<file path="config.mk">
export PLATFORM = sky130hd
export DESIGN_NAME = chained_hash_table
export DESIGN_NICKNAME = d
export VERILOG_FILES = /design/src/rtl/cht_pkg.sv /design/src/rtl/cht_rem.sv /design/src/rtl/cht_ctrl.sv /design/src/rtl/cht_dp.sv /design/src/rtl/chained_hash_table.sv
export SDC_FILE = /design/constraint.sdc
export NUM_CORES = 2
export LEC_CHECK = 0
export ABC_AREA = 1
export BUFFER_PORTS_ARGS = -buffer_cell sky130_fd_sc_hd__buf_2
export CAP_MARGIN = 10
export CORE_MARGIN = 1
export CORE_UTILIZATION = 55
export CTS_BUF_LIST = sky130_fd_sc_hd__clkbuf_2
export DETAILED_ROUTE_END_ITERATION = 10
export PLACE_DENSITY = 0.69
export SKIP_LAST_GASP = 1
export SLEW_MARGIN = 5
export SYNTH_ARGS = -nofsm -noshare
export SYNTH_HDL_FRONTEND = slang
export SYNTH_SLANG_ARGS = --single-unit
</file>
<file path="constraint.sdc">
create_clock -name clk_i -period 13 [get_ports clk_i]
set_input_delay 1.3 -clock clk_i [delete_from_list [all_inputs] [get_ports clk_i]]
set_output_delay 1.3 -clock clk_i [all_outputs]
set_load 0.02 [all_outputs]
</file>
<file path="src/rtl/cht_pkg.sv">
// Shared types and constants for the chained hash table.
package cht_pkg;

  localparam int KEY_W       = 31;
  localparam int CFG_W       = 5;
  localparam int STATUS_W    = 2;
  localparam int BUCKET_W    = 4;
  localparam int POSITION_W  = 7;
  localparam logic [CFG_W-1:0] BUCKET_COUNT_RST = CFG_W'(10);

  typedef enum logic {
    OP_INSERT = 1'b0,
    OP_SEARCH = 1'b1
  } op_e;

  typedef enum logic [STATUS_W-1:0] {
    RES_INSERTED  = 2'd0,
    RES_FOUND     = 2'd1,
    RES_NOT_FOUND = 2'd2,
    RES_FULL      = 2'd3
  } res_status_e;

  typedef enum logic [1:0] {
    POS_ZERO,
    POS_ONE,
    POS_WALK
  } pos_sel_e;

  typedef enum logic [2:0] {
    ST_IDLE,
    ST_DIV,
    ST_SLOT_RD,
    ST_SLOT_CHK,
    ST_WALK
  } state_e;

  typedef struct packed {
    logic        load;
    logic        ins_slot;
    logic        ins_node;
    logic        walk_start;
    logic        walk_next;
    logic        emit;
    res_status_e res_status;
    pos_sel_e    pos_sel;
  } cht_cmd_t;

  typedef struct packed {
    logic op_search;
    logic rem_done;
    logic slot_used;
    logic slot_match;
    logic slot_link_ok;
    logic pool_full;
    logic node_match;
    logic node_link_ok;
    logic pos_ok;
  } cht_sts_t;

endpackage

</file>
<file path="src/rtl/cht_rem.sv">
// Bit-serial restoring remainder unit: dividend modulo divisor, one bit per cycle.
module cht_rem #(
  parameter int DW = 5
) (
  input  logic                      clk_i,
  input  logic                      rst_ni,
  input  logic                      start_i,
  input  logic [cht_pkg::KEY_W-1:0] dividend_i,
  input  logic [DW-1:0]             divisor_i,
  output logic                      done_o,
  output logic [DW-1:0]             rem_o
);

  localparam int CW = $clog2(cht_pkg::KEY_W);

  logic                      run_q, run_d;
  logic                      done_q, done_d;
  logic [CW-1:0]             cnt_q, cnt_d;
  logic [cht_pkg::KEY_W-1:0] shift_q, shift_d;
  logic [DW-1:0]             rem_q, rem_d;
  logic [DW:0]               trial;

  always_comb begin
    run_d   = run_q;
    done_d  = 1'b0;
    cnt_d   = cnt_q;
    shift_d = shift_q;
    rem_d   = rem_q;
    trial   = {rem_q, shift_q[cht_pkg::KEY_W-1]};
    if (start_i) begin
      run_d   = 1'b1;
      cnt_d   = CW'(cht_pkg::KEY_W - 1);
      shift_d = dividend_i;
      rem_d   = '0;
    end else if (run_q) begin
      if (trial >= {1'b0, divisor_i}) begin
        rem_d = DW'(trial - {1'b0, divisor_i});
      end else begin
        rem_d = DW'(trial);
      end
      shift_d = shift_q << 1;
      if (cnt_q == '0) begin
        run_d  = 1'b0;
        done_d = 1'b1;
      end else begin
        cnt_d = cnt_q - CW'(1);
      end
    end
  end

  always_ff @(posedge clk_i or negedge rst_ni) begin
    if (!rst_ni) begin
      run_q  <= 1'b0;
      done_q <= 1'b0;
      cnt_q  <= '0;
    end else begin
      run_q  <= run_d;
      done_q <= done_d;
      cnt_q  <= cnt_d;
    end
  end

  always_ff @(posedge clk_i) begin
    shift_q <= shift_d;
    rem_q   <= rem_d;
  end

  assign done_o = done_q;
  assign rem_o  = rem_q;

endmodule

</file>
<file path="src/rtl/cht_ctrl.sv">
// Request sequencer: hash, slot check, chain walk and result issue.
module cht_ctrl (
  input  logic              clk_i,
  input  logic              rst_ni,
  input  logic              start_i,
  input  cht_pkg::cht_sts_t sts_i,
  output cht_pkg::cht_cmd_t cmd_o,
  output logic              busy_o
);

  cht_pkg::state_e   state_q, state_d;
  cht_pkg::cht_cmd_t cmd;

  always_ff @(posedge clk_i or negedge rst_ni) begin
    if (!rst_ni) begin
      state_q <= cht_pkg::ST_IDLE;
    end else begin
      state_q <= state_d;
    end
  end

  always_comb begin
    state_d        = state_q;
    cmd            = '0;
    cmd.res_status = cht_pkg::RES_NOT_FOUND;
    cmd.pos_sel    = cht_pkg::POS_ZERO;
    case (state_q)
      cht_pkg::ST_IDLE: begin
        if (start_i) begin
          cmd.load = 1'b1;
          state_d  = cht_pkg::ST_DIV;
        end
      end
      cht_pkg::ST_DIV: begin
        if (sts_i.rem_done) begin
          state_d = cht_pkg::ST_SLOT_RD;
        end
      end
      cht_pkg::ST_SLOT_RD: begin
        state_d = cht_pkg::ST_SLOT_CHK;
      end
      cht_pkg::ST_SLOT_CHK: begin
        state_d  = cht_pkg::ST_IDLE;
        cmd.emit = 1'b1;
        if (!sts_i.op_search) begin
          if (!sts_i.slot_used) begin
            cmd.ins_slot   = 1'b1;
            cmd.res_status = cht_pkg::RES_INSERTED;
          end else if (sts_i.pool_full) begin
            cmd.res_status = cht_pkg::RES_FULL;
          end else begin
            cmd.ins_node   = 1'b1;
            cmd.res_status = cht_pkg::RES_INSERTED;
            cmd.pos_sel    = cht_pkg::POS_ONE;
          end
        end else if (sts_i.slot_used && sts_i.slot_match) begin
          cmd.res_status = cht_pkg::RES_FOUND;
        end else if (sts_i.slot_used && sts_i.slot_link_ok) begin
          cmd.emit       = 1'b0;
          cmd.walk_start = 1'b1;
          state_d        = cht_pkg::ST_WALK;
        end
      end
      cht_pkg::ST_WALK: begin
        if (sts_i.node_match) begin
          cmd.emit       = 1'b1;
          cmd.res_status = cht_pkg::RES_FOUND;
          cmd.pos_sel    = cht_pkg::POS_WALK;
          state_d        = cht_pkg::ST_IDLE;
        end else if (sts_i.node_link_ok && sts_i.pos_ok) begin
          cmd.walk_next = 1'b1;
        end else begin
          cmd.emit = 1'b1;
          state_d  = cht_pkg::ST_IDLE;
        end
      end
      default: begin
        state_d = cht_pkg::ST_IDLE;
      end
    endcase
  end

  assign cmd_o  = cmd;
  assign busy_o = (state_q != cht_pkg::ST_IDLE);

endmodule

</file>
<file path="src/rtl/cht_dp.sv">
// Datapath: bucket count register, slot and node stores, walk counter, result registers.
module cht_dp #(
  parameter int MAX_BUCKETS = 16,
  parameter int POOL_NODES  = 64
) (
  input  logic                         clk_i,
  input  logic                         rst_ni,
  input  logic                         cfg_we_i,
  input  logic [cht_pkg::CFG_W-1:0]    cfg_wdata_i,
  input  logic                         operation_i,
  input  logic [cht_pkg::KEY_W-1:0]    key_i,
  input  cht_pkg::cht_cmd_t            cmd_i,
  output cht_pkg::cht_sts_t            sts_o,
  output logic                         result_valid_o,
  output logic [cht_pkg::STATUS_W-1:0] status_o,
  output logic [cht_pkg::BUCKET_W-1:0] bucket_o,
  output logic [cht_pkg::POSITION_W-1:0] position_o
);

  localparam int DW = $clog2(MAX_BUCKETS + 1);
  localparam int BW = (MAX_BUCKETS > 1) ? $clog2(MAX_BUCKETS) : 1;
  localparam int NW = $clog2(POOL_NODES + 1);
  localparam int AW = (POOL_NODES > 1) ? $clog2(POOL_NODES) : 1;
  localparam logic [NW-1:0] NO_LINK = NW'(POOL_NODES);

  logic [cht_pkg::CFG_W-1:0] bucket_count_q;
  logic                      op_q;
  logic [cht_pkg::KEY_W-1:0] key_q;
  logic [DW-1:0]             divisor;
  logic                      rem_done;
  logic [DW-1:0]             rem;
  logic [BW-1:0]             bidx;

  logic [MAX_BUCKETS-1:0]    slot_used_q;
  logic [cht_pkg::KEY_W-1:0] slot_key_mem [MAX_BUCKETS];
  logic [NW-1:0]             slot_link_mem [MAX_BUCKETS];
  logic [cht_pkg::KEY_W-1:0] slot_key_rd_q;
  logic [NW-1:0]             slot_link_rd_q;

  logic [cht_pkg::KEY_W-1:0] node_key_mem [POOL_NODES];
  logic [NW-1:0]             node_link_mem [POOL_NODES];
  logic [cht_pkg::KEY_W-1:0] node_key_rd_q;
  logic [NW-1:0]             node_link_rd_q;
  logic [AW-1:0]             node_raddr;
  logic                      node_re;

  logic [NW-1:0]             taken_q;
  logic [NW-1:0]             pos_q;

  logic                      res_valid_q;
  logic [cht_pkg::STATUS_W-1:0]   res_status_q;
  logic [cht_pkg::BUCKET_W-1:0]   res_bucket_q;
  logic [cht_pkg::POSITION_W-1:0] res_pos_d, res_pos_q;

  // Clamp the configured count into one through MAX_BUCKETS.
  always_comb begin
    if (bucket_count_q == '0) begin
      divisor = DW'(1);
    end else if (32'(bucket_count_q) > MAX_BUCKETS) begin
      divisor = DW'(MAX_BUCKETS);
    end else begin
      divisor = DW'(bucket_count_q);
    end
  end

  always_ff @(posedge clk_i or negedge rst_ni) begin
    if (!rst_ni) begin
      bucket_count_q <= cht_pkg::BUCKET_COUNT_RST;
    end else if (cfg_we_i) begin
      bucket_count_q <= cfg_wdata_i;
    end
  end

  always_ff @(posedge clk_i) begin
    if (cmd_i.load) begin
      op_q  <= operation_i;
      key_q <= key_i;
    end
  end

  cht_rem #(
    .DW (DW)
  ) u_rem (
    .clk_i      (clk_i),
    .rst_ni     (rst_ni),
    .start_i    (cmd_i.load),
    .dividend_i (key_i),
    .divisor_i  (divisor),
    .done_o     (rem_done),
    .rem_o      (rem)
  );

  assign bidx = rem[BW-1:0];

  always_ff @(posedge clk_i or negedge rst_ni) begin
    if (!rst_ni) begin
      slot_used_q <= '0;
      taken_q     <= '0;
    end else begin
      if (cmd_i.ins_slot) begin
        slot_used_q[bidx] <= 1'b1;
      end
      if (cmd_i.ins_node) begin
        taken_q <= taken_q + NW'(1);
      end
    end
  end

  always_ff @(posedge clk_i) begin
    if (cmd_i.ins_slot) begin
      slot_key_mem[bidx] <= key_q;
    end
    if (cmd_i.ins_slot) begin
      slot_link_mem[bidx] <= NO_LINK;
    end else if (cmd_i.ins_node) begin
      slot_link_mem[bidx] <= taken_q;
    end
  end

  always_ff @(posedge clk_i) begin
    slot_key_rd_q  <= slot_key_mem[bidx];
    slot_link_rd_q <= slot_link_mem[bidx];
  end

  assign node_re    = cmd_i.walk_start | cmd_i.walk_next;
  assign node_raddr = cmd_i.walk_start ? slot_link_rd_q[AW-1:0] : node_link_rd_q[AW-1:0];

  always_ff @(posedge clk_i) begin
    if (cmd_i.ins_node) begin
      node_key_mem[taken_q[AW-1:0]]  <= key_q;
      node_link_mem[taken_q[AW-1:0]] <= slot_link_rd_q;
    end
  end

  always_ff @(posedge clk_i) begin
    if (node_re) begin
      node_key_rd_q  <= node_key_mem[node_raddr];
      node_link_rd_q <= node_link_mem[node_raddr];
    end
  end

  always_ff @(posedge clk_i) begin
    if (cmd_i.walk_start) begin
      pos_q <= NW'(1);
    end else if (cmd_i.walk_next) begin
      pos_q <= pos_q + NW'(1);
    end
  end

  always_comb begin
    case (cmd_i.pos_sel)
      cht_pkg::POS_ZERO: res_pos_d = '0;
      cht_pkg::POS_ONE:  res_pos_d = cht_pkg::POSITION_W'(1);
      cht_pkg::POS_WALK: res_pos_d = cht_pkg::POSITION_W'(pos_q);
      default:           res_pos_d = '0;
    endcase
  end

  always_ff @(posedge clk_i or negedge rst_ni) begin
    if (!rst_ni) begin
      res_valid_q <= 1'b0;
    end else begin
      res_valid_q <= cmd_i.emit;
    end
  end

  always_ff @(posedge clk_i) begin
    if (cmd_i.emit) begin
      res_status_q <= cmd_i.res_status;
      res_bucket_q <= cht_pkg::BUCKET_W'(bidx);
      res_pos_q    <= res_pos_d;
    end
  end

  assign sts_o.op_search    = (op_q == cht_pkg::OP_SEARCH);
  assign sts_o.rem_done     = rem_done;
  assign sts_o.slot_used    = slot_used_q[bidx];
  assign sts_o.slot_match   = (slot_key_rd_q == key_q);
  assign sts_o.slot_link_ok = (32'(slot_link_rd_q) < POOL_NODES);
  assign sts_o.pool_full    = (32'(taken_q) >= POOL_NODES);
  assign sts_o.node_match   = (node_key_rd_q == key_q);
  assign sts_o.node_link_ok = (32'(node_link_rd_q) < POOL_NODES);
  assign sts_o.pos_ok       = (32'(pos_q) < POOL_NODES);

  assign result_valid_o = res_valid_q;
  assign status_o       = res_status_q;
  assign bucket_o       = res_bucket_q;
  assign position_o     = res_pos_q;

endmodule

</file>
<file path="src/rtl/chained_hash_table.sv">
// Top level of the chained hash table: controller and datapath.
//
// Requests: drive operation_i (0 insert, 1 search) and key_i and raise start;
// the request is taken at a clock edge where start is high and busy is low.
// Results: result_valid_o is high for exactly one cycle with status_o,
// bucket_o and position_o; the receiver cannot hold it off.
// Bucket count: cfg_we_i writes cfg_wdata_i at the clock edge; write it only
// while busy is low and no result is pending.
// Sequence: the bucket is found by a bit-serial remainder unit, one key bit
// per cycle, over all key bits; then the bucket slot is read and checked,
// and an insert, or a search that ends at the bucket slot, registers its
// result. A search that walks the chain reads one node at a time from the
// node store, at most POOL_NODES nodes. One request is in flight at a time;
// busy drops in the cycle the result is shown, and the next request can be taken then.
// Reset: the bucket count returns to 10, all bucket slots read as empty and
// the node pool is empty again; no clearing pass is needed.
module chained_hash_table #(
  parameter int MAX_BUCKETS = 16,
  parameter int POOL_NODES  = 64
) (
  input  logic                           clk_i,
  input  logic                           rst_ni,
  input  logic                           start,
  output logic                           busy,
  input  logic                           operation_i,
  input  logic [cht_pkg::KEY_W-1:0]      key_i,
  input  logic                           cfg_we_i,
  input  logic [cht_pkg::CFG_W-1:0]      cfg_wdata_i,
  output logic                           result_valid_o,
  output logic [cht_pkg::STATUS_W-1:0]   status_o,
  output logic [cht_pkg::BUCKET_W-1:0]   bucket_o,
  output logic [cht_pkg::POSITION_W-1:0] position_o
);

  cht_pkg::cht_cmd_t cmd;
  cht_pkg::cht_sts_t sts;

  cht_ctrl u_ctrl (
    .clk_i   (clk_i),
    .rst_ni  (rst_ni),
    .start_i (start),
    .sts_i   (sts),
    .cmd_o   (cmd),
    .busy_o  (busy)
  );

  cht_dp #(
    .MAX_BUCKETS (MAX_BUCKETS),
    .POOL_NODES  (POOL_NODES)
  ) u_dp (
    .clk_i          (clk_i),
    .rst_ni         (rst_ni),
    .cfg_we_i       (cfg_we_i),
    .cfg_wdata_i    (cfg_wdata_i),
    .operation_i    (operation_i),
    .key_i          (key_i),
    .cmd_i          (cmd),
    .sts_o          (sts),
    .result_valid_o (result_valid_o),
    .status_o       (status_o),
    .bucket_o       (bucket_o),
    .position_o     (position_o)
  );

endmodule

</file>
==> metrics.csv <==
metric,value,unit
Final Hold Viols,0,
final net count,12840,
Crit. End Element,flip-flop,
gr usage total,32.55,%
synthesized area,136500,um2
"top cells by area, synth","edfxtp_1 (69%), nand3_1 (9.4%), nand2_1 (7.2%)",
Core ar.,246400,um2
Rows,182,
Main synth FF type,edfxtp_1,
f_max,139.3,MHz
Post-Syn Nets,12320,
period utilization,55.24,%
sequential area share after synthesis,70.84,%
vias in the first global route,93020,
ANT nets after route,0,
Reg2Reg Capture Point,u_dp.node_link_rd_q[4],
RSZ-0062 raised after global routing,no,
leak pwr,61.96,nW
DR vias/cell,5.771,
CTS resizes,0,
FF-to-FF Start,u_dp.key_q[25],
Post-synth ARST share,1.203,%
Yosys top cell by area,edfxtp_1,
worst vdd ir,407.6,uV
slack of the worst reg-to-reg path,5.82,ns
max-cap viol count,0,
Clock Tree Buf Depth,4,
final setup fails,0,
Setup CP Type,reg -> reg,
fill cell count,19890,
Hold WC Path Type,in -> async,
cts bufs inserted,790,
Yosys cell types,43,
top cell type's share of synthesized area,69.39,%
max-slew violations,0,
minimum clock period,7.181,ns
I/O Pins,56,
Setup TNS,0,ns
worst slew pin tran,1.390,ns
Layout area overhead,8.643,%
Die W,500.1,um
TritonCTS clock tree,yes,
setup clock skew after layout,0.1879,ns
Crit path arrival time,9.07,ns
"wirelength, routed",411400,um
"flops & latches, synth",3243,
DR vias,96170,
startpoint types,flip-flop,
Mapped Cells,12270,
GR Overflow Total,0,
Worst Path Required,14.89,ns
TritonRoute pass-1 iters,8,
Max-slew headroom,7.343,%
design area,148300,um2
Final Wtd Congestion,0.8892,
Clock Sinks,3243,
status,finished clean,
clock-pin slew on the worst setup and hold paths,0.12,ns
first-pass GRT wire length,595400,um
initial drt markers,13970,
DRC viols,0,
worst-skew pair later-pin latency,2.10,ns
Power Dens Cells,164.4,nW/um2
port bufs,55,
Worst Reg2Reg Path Length in Cells,21,
"Core Util, Final",60.18,%
layout cells sized above 1,12.34,%
placed inst area,140600,um2
initial antenna violation count,22,
Die Area,250100,um2
clk root buf,clkbuf_2,
largest net degree at the start of global routing,192,
initial core utilization,55.39,%
Mapped Avg Cell Area,11.13,um2
Routed WL per cell,24.69,um
Worst Path Max Fanout,123,
detailed placement HPWL,207000,um
htree depth,6,
number of flops mapped to enable cells by yosys,3154,
Yosys Warn Count,0,
Die Y,500.1,um
-- how the worst max path moves through the flow --
stage,cells past startpoint,start,slack [ns],to
3_5_place_dp,21,u_dp.key_q[25],6.17,u_dp.node_link_rd_q[4]
6_report,21,u_dp.key_q[25],5.82,u_dp.node_link_rd_q[4]
5_1_grt,20,u_dp.key_q[25],5.51,u_dp.node_key_rd_q[7]
3_3_place_gp,21,u_dp.key_q[25],6.26,u_dp.node_key_rd_q[15]
4_1_cts,21,u_dp.key_q[25],6.07,u_dp.node_key_rd_q[15]
2_1_floorplan,10,u_ctrl.state_q[0],7.72,u_dp.node_key_mem[39][0]
-- metal layers --
| layer | vias to the layer above | track usage (%) | wire [um] |
|---|---|---|---|
| li1 | 42400 | - | - |
| met5 | - | 0 | 73 |
| met3 | 1151 | 8.183 | 55030 |
| met2 | 6798 | 50.40 | 186200 |
| met4 | 12 | 17.06 | 21710 |
| met1 | 45800 | 42.53 | 148300 |
-- report_power, final --
| part | leakage [nW] | internal, W | total (W) | switching (W) |
|---|---|---|---|---|
| sequential | 29.5 | 0.0123 | 0.0125 | 0.000211 |
| combinational | 27.2 | 0.00131 | 0.00539 | 0.00408 |
| clock | 5.28 | 0.00248 | 0.00651 | 0.00403 |
-- worst max-delay path, stage by stage, from the launching register on --
cell      delay [ns]
edfxtp_1        0.35
buf_4           0.63
inv_1           0.24
nand2_1         0.11
nand2_1         0.05
nand2_1         0.10
nor2_1          0.08
nand2_1         0.07
nor2_1          0.11
nand3_2         0.13
nand4_2         0.47
inv_2           0.55
nand2_1         0.16
nand2_4         0.83
buf_12          0.63
buf_4           0.84
nand3_1         0.19
nand3_1         0.13
nand3_1         0.11
nand3_1         0.25
nand3_1         0.44
nand2_1         0.21
-- area by class of cell --
type / instances / area, um2 / share of cell area, %
tap: 3312 / 4144 / 2.795
antenna: 7 / 17.52 / 0.01181
clock inverter: 179 / 875.8 / 0.5907
timing repair buffer: 378 / 3164 / 2.134
multi-input combinational: 6000 / 28590 / 19.28
sequential: 3243 / 96700 / 65.21
inverter: 2371 / 8917 / 6.014
clock buffer: 1173 / 5871 / 3.959
-- registers in the layout, summed over array words and instances (netlist names), 2 cells and up --
signal	count
u_dp.node_key_mem	1984
u_dp.slot_key_mem	496
u_dp.node_link_mem	448
u_dp.slot_link_mem	112
u_dp.key_q	31
u_dp.node_key_rd_q	31
u_dp.slot_key_rd_q	31
u_dp.u_rem.shift_q	31
u_dp.slot_used_q	16
u_dp.node_link_rd_q	7
u_dp.pos_q	7
u_dp.position_o	7
u_dp.slot_link_rd_q	7
u_dp.taken_q	7
u_dp.bucket_count_q	5
u_dp.u_rem.cnt_q	5
u_dp.u_rem.rem_o	5
u_dp.bucket_o	4
u_ctrl.state_q	3
u_dp.status_o	2
-- repair_timing --
action                    4_1_cts  5_1_grt
hold buffers                   90        0
hold endpoints to repair      134        0
setup buffers                   0        0
-- kinds of logic (layout without fill, tap and decap cells) --
| group | Yosys count | after routing | share of synthesized area, % |
|---|---|---|---|
| buffers and inverters | 3025 | 4101 | 8.749 |
| adder cells (fa/ha/maj) | 13 | 13 | 0.1247 |
| AO/OA/AOI/OAI | 509 | 509 | 2.462 |
| other | 0 | 7 | 0 |
| XOR/XNOR | 55 | 55 | 0.3530 |
| AND/OR/NAND/NOR | 5423 | 5423 | 17.47 |
| flip-flops | 3243 | 3243 | 70.84 |
-- metrics by stage --
step | std cells | total power [W] | hold slack, ns | setup WS [ns]
floorplan | 12270 | 0.01588 | 0.4379 | 7.724
global placement | 15210 | 0.01782 | 0.4546 | 6.263
detailed placement | 15210 | 0.01790 | 0.4587 | 6.174
CTS | 16650 | 0.02428 | 0.06325 | 6.074
global route | 16660 | 0.02530 | 0.1808 | 5.511
finish | 16660 | 0.02438 | 0.2921 | 5.819
-- placed cells by master (no fill, tap or decap), drive strengths merged --
cell / n
xnor2: 40
or2: 21
dfstp: 2
xor2: 15
o211ai: 2
a21o: 1
bufinv: 5
edfxtp: 3154
clkinvlp: 9
nand4: 8
o32ai: 1
o21ai: 28
nor3: 5
clkbuf: 1173
o221ai: 1
a21oi: 163
o41ai: 1
clkinv: 155
and3: 1
ha: 12
nand3: 2573
a22oi: 304
nor4: 2
o22ai: 6
a31oi: 1
or4: 39
buf: 289
a2111o: 1
nand2: 2623
diode: 7
dfrtp: 37
fa: 1
nor2: 151
dlygate4sd3: 89
inv: 2381
dfxtp: 50
-- synthesized netlist by cell type (37+ instances only) --
cell type,n
buf_2,396
dfrtp_1,37
edfxtp_1,3154
nand2_1,2620
a22oi_1,304
inv_1,2363
or4_1,39
xnor2_1,40
dfxtp_1,50
nor2_1,150
nand3_1,2570
a21oi_1,163
clkbuf_1,214
Note: power is estimated with default switching activity, not from simulation.
